## src/rtl/core/uart_rx_ring_buffer_defines.svh

```systemverilog
// ---------------------------------------------------------------------------
// UART receive ring buffer assertion macros
// Concurrent assertion wrappers; empty when SYNTH is defined.
// ---------------------------------------------------------------------------
`ifndef UART_RX_RING_BUFFER_DEFINES_SVH
`define UART_RX_RING_BUFFER_DEFINES_SVH

`ifndef SYNTH
// Check a property on every clock edge outside reset
`define URRB_ASSERT(lbl, prop) \
    lbl: assert property (@(posedge clk) disable iff (!rst_n) prop) \
        else $error("uart_rx_ring_buffer assertion failed");
// Check a property on every clock edge, reset included
`define URRB_ASSERT_ALWAYS(lbl, prop) \
    lbl: assert property (@(posedge clk) prop) \
        else $error("uart_rx_ring_buffer assertion failed");
`else
`define URRB_ASSERT(lbl, prop)
`define URRB_ASSERT_ALWAYS(lbl, prop)
`endif

`endif

```

## src/rtl/core/urrb_pkg.sv

```systemverilog
// ---------------------------------------------------------------------------
// urrb_pkg
// Shared widths, command codes and control structs of the receive buffer.
// ---------------------------------------------------------------------------
package urrb_pkg;

    localparam int BYTE_W  = 8;
    localparam int COUNT_W = 7;

    typedef enum logic {
        CMD_PUSH = 1'b0,
        CMD_READ = 1'b1
    } command_t;

    // controller -> datapath
    typedef struct packed {
        logic in_ready;
        logic push;
        logic read_idle;
        logic read_start;
        logic emit;
    } ctrl_cmd_t;

    // datapath -> controller
    typedef struct packed {
        logic in_valid;
        logic is_read;
        logic out_free;
        logic read_go;
        logic final_byte;
    } ctrl_sts_t;

endpackage

```

## src/rtl/core/urrb_in_if.sv

```systemverilog
// ---------------------------------------------------------------------------
// urrb_in_if
// Request channel: push a received byte or ask for a read.
// ---------------------------------------------------------------------------
interface urrb_in_if;

    logic                           valid;
    logic                           ready;
    logic                           command;
    logic [urrb_pkg::BYTE_W-1:0]    rx_byte;
    logic [urrb_pkg::COUNT_W-1:0]   read_count;

    modport source (output valid, output command, output rx_byte, output read_count,
                    input ready);
    modport sink   (input valid, input command, input rx_byte, input read_count,
                    output ready);

endinterface

```

## src/rtl/core/urrb_out_if.sv

```systemverilog
// ---------------------------------------------------------------------------
// urrb_out_if
// Result channel: one byte or status item with fill level and flags.
// ---------------------------------------------------------------------------
interface urrb_out_if;

    logic                           valid;
    logic                           ready;
    logic [urrb_pkg::BYTE_W-1:0]    data_byte;
    logic                           data_valid;
    logic                           last;
    logic [urrb_pkg::COUNT_W-1:0]   fill_level;
    logic                           overflowed;
    logic                           data_available;

    modport source (output valid, output data_byte, output data_valid, output last,
                    output fill_level, output overflowed, output data_available,
                    input ready);
    modport sink   (input valid, input data_byte, input data_valid, input last,
                    input fill_level, input overflowed, input data_available,
                    output ready);

endinterface

```

## src/rtl/core/urrb_ram.sv

```systemverilog
// ---------------------------------------------------------------------------
// urrb_ram
// Generic single write port RAM with one registered read port.
// ---------------------------------------------------------------------------
module urrb_ram #(
    parameter int WIDTH = 8,
    parameter int DEPTH = 32
) (
    input  logic                     clk,
    input  logic                     wr_en,
    input  logic [$clog2(DEPTH)-1:0] wr_addr,
    input  logic [WIDTH-1:0]         wr_data,
    input  logic [$clog2(DEPTH)-1:0] rd_addr,
    output logic [WIDTH-1:0]         rd_data
);

    logic [WIDTH-1:0] mem [DEPTH];
    logic [WIDTH-1:0] rd_data_reg;

    always_ff @(posedge clk)
    begin
        if (wr_en)
        begin
            mem[wr_addr] <= wr_data;
        end
        rd_data_reg <= mem[rd_addr];
    end

    assign rd_data = rd_data_reg;

endmodule

```

## src/rtl/core/urrb_ctrl.sv

```systemverilog
// ---------------------------------------------------------------------------
// urrb_ctrl
// Sequencer: takes items while idle and walks a read one byte per cycle while the result side is free.
// ---------------------------------------------------------------------------
`include "uart_rx_ring_buffer_defines.svh"

module urrb_ctrl (
    input  logic                  clk,
    input  logic                  rst_n,
    input  urrb_pkg::ctrl_sts_t   sts,
    output urrb_pkg::ctrl_cmd_t   cmd
);

    typedef enum logic {
        ST_IDLE,
        ST_EMIT
    } state_t;

    state_t state_reg;
    state_t state_next;
    logic   accept;

    always_comb
    begin
        cmd.in_ready   = (state_reg == ST_IDLE) && sts.out_free;
        accept         = cmd.in_ready && sts.in_valid;
        cmd.push       = accept && !sts.is_read;
        cmd.read_idle  = accept && sts.is_read && !sts.read_go;
        cmd.read_start = accept && sts.is_read && sts.read_go;
        cmd.emit       = (state_reg == ST_EMIT) && sts.out_free;

        state_next = state_reg;
        unique case (state_reg)
            ST_IDLE:
            begin
                if (cmd.read_start)
                begin
                    state_next = ST_EMIT;
                end
            end
            ST_EMIT:
            begin
                if (cmd.emit && sts.final_byte)
                begin
                    state_next = ST_IDLE;
                end
            end
            default:
            begin
                state_next = ST_IDLE;
            end
        endcase
    end

    always_ff @(posedge clk or negedge rst_n)
    begin
        if (!rst_n)
        begin
            state_reg <= ST_IDLE;
        end
        else
        begin
            state_reg <= state_next;
        end
    end

    `URRB_ASSERT(a_read_enters_emit, cmd.read_start |=> state_reg == ST_EMIT)
    `URRB_ASSERT(a_no_item_mid_read, state_reg == ST_EMIT |-> !(sts.in_valid && cmd.in_ready))

endmodule

```

## src/rtl/core/urrb_datapath.sv

```systemverilog
// ---------------------------------------------------------------------------
// urrb_datapath
// Pointers, flags, byte store and the result register.
// ---------------------------------------------------------------------------
`include "uart_rx_ring_buffer_defines.svh"

module urrb_datapath #(
    parameter int DEPTH = 32
) (
    input  logic                  clk,
    input  logic                  rst_n,
    input  urrb_pkg::ctrl_cmd_t   cmd,
    output urrb_pkg::ctrl_sts_t   sts,
    urrb_in_if.sink               request,
    urrb_out_if.source            result
);

    localparam int PTR_W = $clog2(DEPTH);
    localparam int CW    = urrb_pkg::COUNT_W;
    localparam int BW    = urrb_pkg::BYTE_W;
    localparam logic [CW-1:0]    DEPTH_C = CW'(DEPTH);
    localparam logic [PTR_W-1:0] PTR_TOP = PTR_W'(DEPTH - 1);

    // bytes waiting; equal pointers mean full only with overflow set
    function automatic logic [CW-1:0] waiting(input logic [PTR_W-1:0] wp,
                                              input logic [PTR_W-1:0] rp,
                                              input logic             ovf);
        logic [CW-1:0] w;
        logic [CW-1:0] r;
        w = CW'(wp);
        r = CW'(rp);
        if (wp > rp)
            return w - r;
        else if (wp < rp)
            return DEPTH_C - r + w;
        else
            return ovf ? DEPTH_C : '0;
    endfunction

    logic [PTR_W-1:0] wp_reg, wp_next;
    logic [PTR_W-1:0] rp_reg, rp_next;
    logic             avail_reg, avail_next;
    logic             ovf_reg, ovf_next;
    logic [CW-1:0]    remaining_reg, remaining_next;
    logic             clr_avail_reg, clr_avail_next;
    logic             out_valid_reg, out_valid_next;
    logic [BW-1:0]    out_byte_reg, out_byte_next;
    logic             out_dv_reg, out_dv_next;
    logic             out_last_reg, out_last_next;
    logic [CW-1:0]    out_fill_reg, out_fill_next;
    logic             out_ovf_reg, out_ovf_next;
    logic             out_avail_reg, out_avail_next;

    logic [PTR_W-1:0] wp_inc;
    logic [PTR_W-1:0] rp_inc;
    logic [CW-1:0]    rc_sat;
    logic [CW-1:0]    have;
    logic [CW-1:0]    take;
    logic             rc_nz;
    logic             ovf_push;
    logic             load;
    logic [PTR_W-1:0] rd_addr;
    logic [BW-1:0]    rd_data;

    assign wp_inc   = (wp_reg == PTR_TOP) ? '0 : wp_reg + 1'b1;
    assign rp_inc   = (rp_reg == PTR_TOP) ? '0 : rp_reg + 1'b1;
    assign rc_sat   = (request.read_count > DEPTH_C) ? DEPTH_C : request.read_count;
    assign rc_nz    = (request.read_count != '0);
    assign have     = waiting(wp_reg, rp_reg, ovf_reg);
    assign take     = (rc_sat < have) ? rc_sat : have;
    assign ovf_push = ovf_reg || (wp_inc == rp_reg);
    // re-read the current byte while stalled, fetch the next one on advance
    assign rd_addr  = cmd.emit ? rp_inc : rp_reg;

    urrb_ram #(
        .WIDTH (BW),
        .DEPTH (DEPTH)
    ) u_store (
        .clk     (clk),
        .wr_en   (cmd.push),
        .wr_addr (wp_reg),
        .wr_data (request.rx_byte),
        .rd_addr (rd_addr),
        .rd_data (rd_data)
    );

    always_comb
    begin
        wp_next        = wp_reg;
        rp_next        = rp_reg;
        avail_next     = avail_reg;
        ovf_next       = ovf_reg;
        remaining_next = remaining_reg;
        clr_avail_next = clr_avail_reg;
        load           = 1'b0;
        out_byte_next  = out_byte_reg;
        out_dv_next    = out_dv_reg;
        out_last_next  = out_last_reg;
        out_fill_next  = out_fill_reg;
        out_ovf_next   = out_ovf_reg;
        out_avail_next = out_avail_reg;

        if (cmd.push)
        begin
            wp_next        = wp_inc;
            avail_next     = 1'b1;
            ovf_next       = ovf_push;
            load           = 1'b1;
            out_byte_next  = '0;
            out_dv_next    = 1'b0;
            out_last_next  = 1'b1;
            out_fill_next  = waiting(wp_inc, rp_reg, ovf_push);
            out_ovf_next   = ovf_push;
            out_avail_next = 1'b1;
        end
        else if (cmd.read_idle)
        begin
            // flag set but nothing waiting: drop the flag
            if (avail_reg && rc_nz)
            begin
                avail_next = 1'b0;
            end
            load           = 1'b1;
            out_byte_next  = '0;
            out_dv_next    = 1'b0;
            out_last_next  = 1'b1;
            out_fill_next  = have;
            out_ovf_next   = ovf_reg;
            out_avail_next = (avail_reg && rc_nz) ? 1'b0 : avail_reg;
        end
        else if (cmd.read_start)
        begin
            if (wp_reg == rp_reg)
            begin
                ovf_next = 1'b0;
            end
            remaining_next = take;
            clr_avail_next = (rc_sat >= have);
        end
        else if (cmd.emit)
        begin
            rp_next        = rp_inc;
            remaining_next = remaining_reg - 1'b1;
            if (sts.final_byte && clr_avail_reg)
            begin
                avail_next = 1'b0;
            end
            load           = 1'b1;
            out_byte_next  = rd_data;
            out_dv_next    = 1'b1;
            out_last_next  = sts.final_byte;
            out_fill_next  = waiting(wp_reg, rp_inc, ovf_reg);
            out_ovf_next   = ovf_reg;
            out_avail_next = (sts.final_byte && clr_avail_reg) ? 1'b0 : avail_reg;
        end

        if (load)
            out_valid_next = 1'b1;
        else if (result.ready)
            out_valid_next = 1'b0;
        else
            out_valid_next = out_valid_reg;
    end

    always_ff @(posedge clk or negedge rst_n)
    begin
        if (!rst_n)
        begin
            wp_reg        <= '0;
            rp_reg        <= '0;
            avail_reg     <= 1'b0;
            ovf_reg       <= 1'b0;
            remaining_reg <= '0;
            clr_avail_reg <= 1'b0;
            out_valid_reg <= 1'b0;
        end
        else
        begin
            wp_reg        <= wp_next;
            rp_reg        <= rp_next;
            avail_reg     <= avail_next;
            ovf_reg       <= ovf_next;
            remaining_reg <= remaining_next;
            clr_avail_reg <= clr_avail_next;
            out_valid_reg <= out_valid_next;
        end
    end

    always_ff @(posedge clk)
    begin
        out_byte_reg  <= out_byte_next;
        out_dv_reg    <= out_dv_next;
        out_last_reg  <= out_last_next;
        out_fill_reg  <= out_fill_next;
        out_ovf_reg   <= out_ovf_next;
        out_avail_reg <= out_avail_next;
    end

    always_comb
    begin
        sts.in_valid   = request.valid;
        sts.is_read    = (request.command == urrb_pkg::CMD_READ);
        sts.out_free   = !out_valid_reg || result.ready;
        sts.read_go    = avail_reg && rc_nz && (have != '0);
        sts.final_byte = (remaining_reg == CW'(1));
    end

    assign request.ready         = cmd.in_ready;
    assign result.valid          = out_valid_reg;
    assign result.data_byte      = out_byte_reg;
    assign result.data_valid     = out_dv_reg;
    assign result.last           = out_last_reg;
    assign result.fill_level     = out_fill_reg;
    assign result.overflowed     = out_ovf_reg;
    assign result.data_available = out_avail_reg;

    `URRB_ASSERT(a_emit_has_bytes, cmd.emit |-> remaining_reg != '0)
    `URRB_ASSERT(a_read_len_in_range,
                 cmd.read_start |=> remaining_reg != '0 && remaining_reg <= DEPTH_C)
    `URRB_ASSERT_ALWAYS(a_ptrs_in_range,
                        !rst_n || (wp_reg <= PTR_TOP && rp_reg <= PTR_TOP))

endmodule

```

## src/rtl/core/uart_rx_ring_buffer.sv

```systemverilog
// ---------------------------------------------------------------------------
// uart_rx_ring_buffer
// Receive byte ring buffer with data-available and overflow flags.
// ---------------------------------------------------------------------------
//
//  Channel   Port     Role    Carries
//  -------   -------  ------  ------------------------------------------------
//  request   request  sink    command, rx_byte, read_count
//  result    result   source  data_byte, data_valid, last, fill_level,
//                             overflowed, data_available
//
//  A push yields one status item. A read is accepted while the store's
//  registered read port fetches the first byte; the read then emits
//  min(read_count, bytes waiting) bytes from the store, one after another.
//  A read with nothing to give yields a single status item.
//  The result register is freed as it is taken, so a new request is accepted
//  in the same cycle the previous item leaves, once a read's last byte is out.
//  A stall on the result side holds the current item and the read position.
//  Reset clears pointers and flags; the byte store is not cleared.
// ---------------------------------------------------------------------------
module uart_rx_ring_buffer #(
    parameter int DEPTH = 32
) (
    input  logic       clk,
    input  logic       rst_n,
    urrb_in_if.sink    request,
    urrb_out_if.source result
);

    // command/status links between sequencer and datapath
    urrb_pkg::ctrl_cmd_t cmd;
    urrb_pkg::ctrl_sts_t sts;

    // sequencer: decides when to take an item and when to advance a read
    urrb_ctrl u_ctrl (
        .clk   (clk),
        .rst_n (rst_n),
        .sts   (sts),
        .cmd   (cmd)
    );

    // datapath: pointers, flags, byte store and the result register
    urrb_datapath #(
        .DEPTH (DEPTH)
    ) u_datapath (
        .clk     (clk),
        .rst_n   (rst_n),
        .cmd     (cmd),
        .sts     (sts),
        .request (request),
        .result  (result)
    );

endmodule
```

## src/flat_wrapper.sv

```systemverilog
// flat-port wrapper written by rule: the top's interface ports become plain ports
module uart_rx_ring_buffer_flat 
#(
    parameter int DEPTH = 32
)
  (clk, rst_n, request_valid, request_command, request_rx_byte, request_read_count, request_ready, result_valid, result_data_byte, result_data_valid, result_last, result_fill_level, result_overflowed, result_data_available, result_ready);
  urrb_in_if request_i ();
  urrb_out_if result_i ();
  input  logic clk;
  input  logic rst_n;
  input wire logic [$bits(request_i.valid)-1:0] request_valid;
  input wire logic [$bits(request_i.command)-1:0] request_command;
  input wire logic [$bits(request_i.rx_byte)-1:0] request_rx_byte;
  input wire logic [$bits(request_i.read_count)-1:0] request_read_count;
  output wire logic [$bits(request_i.ready)-1:0] request_ready;
  output wire logic [$bits(result_i.valid)-1:0] result_valid;
  output wire logic [$bits(result_i.data_byte)-1:0] result_data_byte;
  output wire logic [$bits(result_i.data_valid)-1:0] result_data_valid;
  output wire logic [$bits(result_i.last)-1:0] result_last;
  output wire logic [$bits(result_i.fill_level)-1:0] result_fill_level;
  output wire logic [$bits(result_i.overflowed)-1:0] result_overflowed;
  output wire logic [$bits(result_i.data_available)-1:0] result_data_available;
  input wire logic [$bits(result_i.ready)-1:0] result_ready;
  assign request_i.valid = request_valid;
  assign request_i.command = request_command;
  assign request_i.rx_byte = request_rx_byte;
  assign request_i.read_count = request_read_count;
  assign request_ready = request_i.ready;
  assign result_valid = result_i.valid;
  assign result_data_byte = result_i.data_byte;
  assign result_data_valid = result_i.data_valid;
  assign result_last = result_i.last;
  assign result_fill_level = result_i.fill_level;
  assign result_overflowed = result_i.overflowed;
  assign result_data_available = result_i.data_available;
  assign result_i.ready = result_ready;
  uart_rx_ring_buffer #(.DEPTH(DEPTH)) u_core (.clk(clk), .rst_n(rst_n), .request(request_i), .result(result_i));
endmodule
```

## config.mk

```make
export PLATFORM = sky130hd
export DESIGN_NAME = uart_rx_ring_buffer_flat
export DESIGN_NICKNAME = d
export VERILOG_FILES = /design/src/rtl/core/urrb_pkg.sv /design/src/rtl/core/urrb_in_if.sv /design/src/rtl/core/urrb_out_if.sv /design/src/rtl/core/urrb_ram.sv /design/src/rtl/core/urrb_ctrl.sv /design/src/rtl/core/urrb_datapath.sv /design/src/rtl/core/uart_rx_ring_buffer.sv /design/src/flat_wrapper.sv
export VERILOG_INCLUDE_DIRS = /design/src /design/src/rtl/core
export SDC_FILE = /design/constraint.sdc
export NUM_CORES = 1
export LEC_CHECK = 0
export ABC_AREA = 1
export ABC_CLOCK_PERIOD_IN_PS = 3250
export BUFFER_PORTS_ARGS = -buffer_cell sky130_fd_sc_hd__buf_2
export CAP_MARGIN = 10
export CORE_MARGIN = 2
export CORE_UTILIZATION = 45
export DETAILED_ROUTE_END_ITERATION = 10
export PLACE_DENSITY = 0.71
export SLEW_MARGIN = 20
export SYNTH_ARGS = -nofsm -noshare
export SYNTH_HDL_FRONTEND = slang
export SYNTH_SLANG_ARGS = --single-unit
```

## constraint.sdc

```tcl
create_clock -name clk -period 3.25 [get_ports clk]
set_clock_uncertainty 0.05 [all_clocks]
set_input_delay 0.4875 -clock clk [delete_from_list [all_inputs] [get_ports clk]]
set_output_delay 0.4875 -clock clk [all_outputs]
set_load 0.1 [all_outputs]
```

* Yosys cells after proc, flatten, opt, wreduce, memory -nomap -nowiden
Memories as Yosys holds them, arrays and structs flattened. A register that Yosys moved wholly into a read port is not among the register bits. Index checks and enable logic that the tools add are counted.
Word-level totals: flip-flop bits (word level) 41, RAM bits 256, input port bits 20, output and inout port bits 21, memories kept 1
Memory list:
- u_core.u_datapath.u_store.mem | words 32, bits a word 8, read ports 1, clocked after memory_dff 1, write ports 1, line urrb_ram.sv:17 | logic [WIDTH-1:0] mem [DEPTH];
Operators by class: add/sub/neg operators 11, order comparisons 9, equal/unequal tests 8, multiplexer cells 44, bitwise operators 4, reduce and logical (&&, ||, !) cells 32
Operator list (count):
- 7-bit 2-to-1 mux | 14
- 1-bit 2-to-1 mux | 24
- 7-bit by 5-bit adder with 7-bit output | 3
- 5-bit by 5-bit subtractor with 6-bit output | 3
- 5-bit greater-than comparator | 3
- 5-bit < comparator | 3
- 5-bit 2-to-1 mux | 3
- 7-bit nonzero test | 2
- 6-bit by 5-bit subtractor with 7-bit output (first input constant) | 2
- 6-bit 2-to-1 mux | 2
- 3-bit AND reduction | 4
- 1-bit logical AND | 11
- 5-bit by 1-bit adder with 5-bit output (second input constant) | 2
- 5-bit equality test | 2
- 5-bit equality test (second input constant) | 2
- 2-bit nonzero test | 5
- 7-bit by 1-bit equality test with 1-bit output (second input constant) | 1
- 7-bit >= comparator | 1
- 7-bit by 6-bit greater-than comparator with 1-bit output (second input constant) | 1
- 7-bit < comparator | 1
- 7-bit by 1-bit subtractor with 7-bit output (second input constant) | 1
- 2-bit AND reduction | 3
- 1-bit NOT | 4
- 1-bit logical NOT | 3
- 7 further kinds | 8

* Logic depth before layout (Yosys ltp)
depth in word-level cells 11, mapped depth 26

* Hierarchy
Synthesis repeated with hierarchy kept, for this count alone.
Unflattened totals: cells, all modules 1481, area, all modules 14624.0 um^2
By module, submodules not included:
- urrb_ram | times used 1, cells each 922, area an instance 10786.6 um^2, seq. area each 7847.5 um^2
- urrb_datapath | times used 1, cells each 545, area an instance 3752.3 um^2, seq. area each 985.9 um^2
- urrb_ctrl | times used 1, cells each 14, area an instance 85.1 um^2, seq. area each 25.0 um^2

* Least setup slack after synthesis
Ideal clock, no wire load.
kind register to register, start point register u_core.u_datapath.rp_reg[0], end point register u_core.u_datapath.remaining_reg[3], setup time 0.121 ns, arrival 3.153 ns, slack -0.074 ns, stages on the path, launching flop included 23, path buffers 0, period minus slack after synthesis 3.324 ns, cells stage by stage dfrtp_1 inv_1 ha_1 nand3_1 xor2_1 ha_1 a21oi_1 nand3_1 nand2_1 nand2_1 nor2_1 nor2_4 ha_1 nand2_1 nor2_1 a211oi_1 nand2_1 inv_1 nor2_1 a21oi_1 nand2_1 nand3_1 o21ai_1
Between the ends: longest elaborated chain between the ends 10, elaborated cells between the ends (all ways) 18, those cells by class add/sub (3); order compare (3); mux (4); bitwise (1); reduce/logical (7)
Ends and longest elaborated chain:
- start: declaration | line urrb_datapath.sv:41 | logic [PTR_W-1:0] rp_reg, rp_next;
- start signal: assignment | line urrb_datapath.sv:180 | rp_reg <= rp_next;
- 6-bit by 5-bit subtractor with 7-bit output | line urrb_datapath.sv:35 | return DEPTH_C - r + w;
- 7-bit by 5-bit adder with 7-bit output | line urrb_datapath.sv:35
- 7-bit 2-to-1 mux | line urrb_datapath.sv:34 | else if (wp < rp)
- 7-bit 2-to-1 mux * | line urrb_datapath.sv:32 | if (wp > rp)
- parallel branches: the longest is 6 deep, another holds 7-bit < comparator
- end signal: assignment | line urrb_datapath.sv:183 | remaining_reg <= remaining_next;
- end: declaration | line urrb_datapath.sv:44 | logic [CW-1:0] remaining_reg, remaining_next;
Every way passes the cells marked *. A chain may end at the register's enable or synchronous reset.

* Worst setup path in the final report
start point register u_core.u_datapath.rp_reg[1], end point register u_core.u_datapath.remaining_reg[3]
The elaborated chain is that of the path after synthesis.

==> run_results.csv <==
group,metric,value,unit
outcome,status,"finished with violations",
outcome,violations,"setup timing",
placement,place_congestion,0.915,
route,vias,10500,
timing,min_period,3.30,ns
yosys,yosysWarnings,0,
worst_setup_path,path_class,"reg -> reg",
worst_setup_path,crit_fanout,5,
floorplanning,die_h,181,um
yosys,synth-seq-area-share,62.6,%
yosys,netlist.area_leader.share,56.1,%
yosys,netlist_area,0.0141,mm^2
timing,fin_crit_sh,102,%
worst_hold_path,hold-path-cell-count,5,
floorplanning,start_util,46.0,%
floorplanning,dieArea,0.0329,mm^2
timing,rsz0062_at_grt,"yes",
timing,slew-limit-headroom,47.3,%
worst_setup_path,path_cells,"inv_2, ha_4, nand3_4, xor2_4, ha_4, a21oi_2, buf_4, nand4_1, nand2_2, nor2_4, nor2_4, ha_4, nand2_2, nor2_2, a211oi_2, nand2_2, inv_2, nor2_1, a21oi_1, nand2_1, nand3_1, o21ai_1",
cts,clock_latency,0.59,ns
placement,place_area,0.0153,mm^2
yosys,synth_xor_area_share,0.867,%
timing,setup_viol,2,
worst_setup_path,required,3.65,ns
yosys,synth-edff-count,264,
global_routing,overflow,0,
route,routed_wl,35500,um
yosys,synth_cells,1328,
floorplanning,ios,41,
yosys,synth_top_area_cell,"edfxtp_1",
global_routing,grt_pass1_vias,10100,
yosys,synth_top_family_by_area,"simple AND/OR/NAND/NOR gates",
yosys,ys_types,48,
timing,worst_pin_slew,0.788,ns
layout,fillers,2596,
cts,cts_buffer_depth,3,
worst_setup_path,r2r_cells,22,
worst_setup_path,critPathCaptureType,"register",
cts,clk_pin_slew_worst_paths,0.07,ns
yosys,synth-adder-area-share,4.51,%
route,drt-vias-per-instance,5.62,
layout,fin_nets,1514,
route,drtIter0Drc,1036,
cts,numCtsBuffers,30,
route,post_drt_wl_per_cell,19.0,um
timing,hold_violations,0,
yosys,synth_compound_area_share,11.5,%
route,drtPass1Iterations,6,
route,drc,0,
layout,area_delta_synth_final,18.4,%
global_routing,grt_max_degree,88,
floorplanning,fp.dieW,181,um
global_routing,grt.total_usage,20.5,%
cts,cts_tree,"done",
worst_setup_path,rrSetupSlack,-0.05,ns
placement,io_buffers,40,
yosys,synthMuxAreaShare,0,%
layout,drive_above_1_share,19.9,%
worst_setup_path,reg2reg_to,"u_core.u_datapath.remaining_reg[3]",
timing,max_freq,303,MHz
worst_hold_path,hold_end,"u_core.u_datapath.remaining_reg[2]",
flow_run,maxCapViolCount,0,
route,ant_nets,0,
yosys,synth_ff_type,"edfxtp_1",
layout,largest_reg_flops,256,
global_routing,antenna_found_initial,0,
yosys,synth_area_per_cell,10.6,um^2
layout,final_area,0.0167,mm^2
worst_setup_path,rr_startpoint,"u_core.u_datapath.rp_reg[1]",
layout,antenna_cells,0,
yosys,synth-simple-area-share,16.1,%
worst_setup_path,cp-start-kind,"register",
timing,fin_ws,-0.0490,ns
worst_setup_path,cpPeakStageDelay,0.44,ns
yosys,synth_seq_cells,305,
timing,drv_slew,0,
global_routing,grt_pass1_wl,53800,um
worst_hold_path,holdCritPathClass,"in -> reg",
yosys,syn_nets,1396,
cts,cts_sinks,305,
floorplanning,rows,64,
cts,root_buffer,"clkbuf_16",
cts,htree_levels,1,
yosys,synthTopCellsByArea,"edfxtp_1 56%, nor2_1 7.1%, o21ai_0 5.3%",
worst_setup_path,cpMaxStageDelayCell,"dfrtp_2",
worst_setup_path,arrival,3.70,ns
placement,dpl.hpwl,22200,um
floorplanning,core,0.0307,mm^2
yosys,synthArstFlopShare,7.21,%
worst_hold_path,worstHoldStart,"request_read_count[2]",
-- layer usage --
| metal | track usage [%] | vias to the layer above | share of wire, % |
|---|---|---|---|
| met5 | 0 | - | 0 |
| met4 | 6.60 | 0 | 2.9 |
| met3 | 2.56 | 67 | 6.8 |
| met2 | 34.5 | 447 | 49 |
| met1 | 27.9 | 5058 | 41 |
| li1 | - | 4908 | - |
-- cells by family (layout without fill, tap and decap cells) --
family	count (synthesis)	count (layout)
other	1	1
and+or+nand+nor	541	542
DFF	305	305
buffers and inverters	143	284
adders and majority gates	48	48
xor gates and xnor gates	14	14
AOI/OAI and AO/OA	276	276
-- critical path: cells and delay by family (launching register included) --
kind	cells	cell delay [ns]
AND/OR/NAND/NOR	11	0.91
AO/OA/AOI/OAI	4	0.61
adder cells (fa/ha/maj)	3	0.60
flip-flops	1	0.44
buffers and inverters	3	0.36
XOR/XNOR	1	0.22
-- metrics by stage --
stage               utilization (%)  cells  setup slack [ns]  hold slack, ns  TNS [ns]
floorplan                         -   1328            0.0230           0.142         0
global placement               49.8   1798           -0.0714           0.397   -0.0903
detailed placement             49.8   1798            -0.165           0.397    -0.711
CTS                            53.3   1856          0.000297           0.253         0
global route                   54.5   1866            -0.255           0.288     -1.77
finish                         54.5   1866           -0.0490           0.270   -0.0819
-- layout make-up --
| class | count | area [um^2] | area share, % |
|---|---|---|---|
| inverter | 84 | 317 | 1.89 |
| multi-input combinational | 881 | 4940 | 29.5 |
| sequential | 305 | 8860 | 52.9 |
| timing repair buffer | 144 | 1090 | 6.52 |
| clock buffer | 34 | 786 | 4.69 |
| clock inverter | 22 | 253 | 1.51 |
| tap | 396 | 495 | 2.96 |
-- how the worst max path moves through the flow --
| stage | startpoint | to | slack [ns] | cells after the start |
|---|---|---|---|---|
| after floorplan | u_core.u_datapath.rp_reg[0] | u_core.u_datapath.remaining_reg[3] | 0.02 | 22 |
| after global placement | u_core.u_datapath.rp_reg[0] | u_core.u_datapath.remaining_reg[3] | -0.07 | 22 |
| after detailed placement | u_core.u_datapath.rp_reg[0] | u_core.u_datapath.remaining_reg[3] | -0.17 | 22 |
| after CTS | u_core.u_datapath.wp_reg[0] | u_core.u_datapath.result.fill_level[5] | 0.0003 | 18 |
| after global routing | u_core.u_datapath.rp_reg[1] | u_core.u_datapath.remaining_reg[3] | -0.25 | 22 |
| final | u_core.u_datapath.rp_reg[1] | u_core.u_datapath.remaining_reg[3] | -0.05 | 22 |
-- cell usage after synthesis (all sizes together), types with 2 or more instances --
| master | count |
|---|---|
| o21ai | 169 |
| o211ai | 43 |
| o21bai | 2 |
| nor2 | 274 |
| a31oi | 8 |
| nand3b | 3 |
| nand3 | 81 |
| nand2 | 165 |
| dfxtp | 19 |
| xnor2 | 6 |
| a21oi | 31 |
| ha | 43 |
| clkbuf | 22 |
| nand4 | 6 |
| inv | 83 |
| nor3 | 6 |
| o221ai | 14 |
| xor2 | 8 |
| fa | 5 |
| dfrtp | 22 |
| or2 | 4 |
| edfxtp | 264 |
| o22ai | 3 |
| a211oi | 2 |
| buf | 37 |
-- cell usage in the layout (no fill, tap or decap), types with 8 or more instances in the layout --
| cell type | n |
|---|---|
| clkbuf_16 | 32 |
| ha_1 | 34 |
| edfxtp_1 | 264 |
| clkinv_2 | 8 |
| a21oi_2 | 15 |
| o221ai_1 | 14 |
| nand2_2 | 12 |
| inv_2 | 14 |
| buf_2 | 40 |
| dfxtp_1 | 19 |
| dfrtp_1 | 19 |
| nor2_1 | 264 |
| o211ai_1 | 43 |
| nand2_1 | 149 |
| nand3_1 | 76 |
| o21ai_1 | 17 |
| o21ai_0 | 143 |
| inv_1 | 68 |
| a21oi_1 | 16 |
| buf_4 | 93 |
-- timing repair --
| item | CTS | global route |
|---|---|---|
| hold buffers | 1 | 0 |
| setup endpoints to repair | 8 | 32 |
| pin swaps | 1 | 25 |
| setup buffers | 0 | 7 |
| endpoints found under the hold margin | 22 | 0 |
| gates cloned | 1 | 3 |
| resized for setup | 8 | 58 |
Power is left out: the tool's default activity adds up to more than one toggle a clock period on the data nets, which glitch-free logic cannot reach.
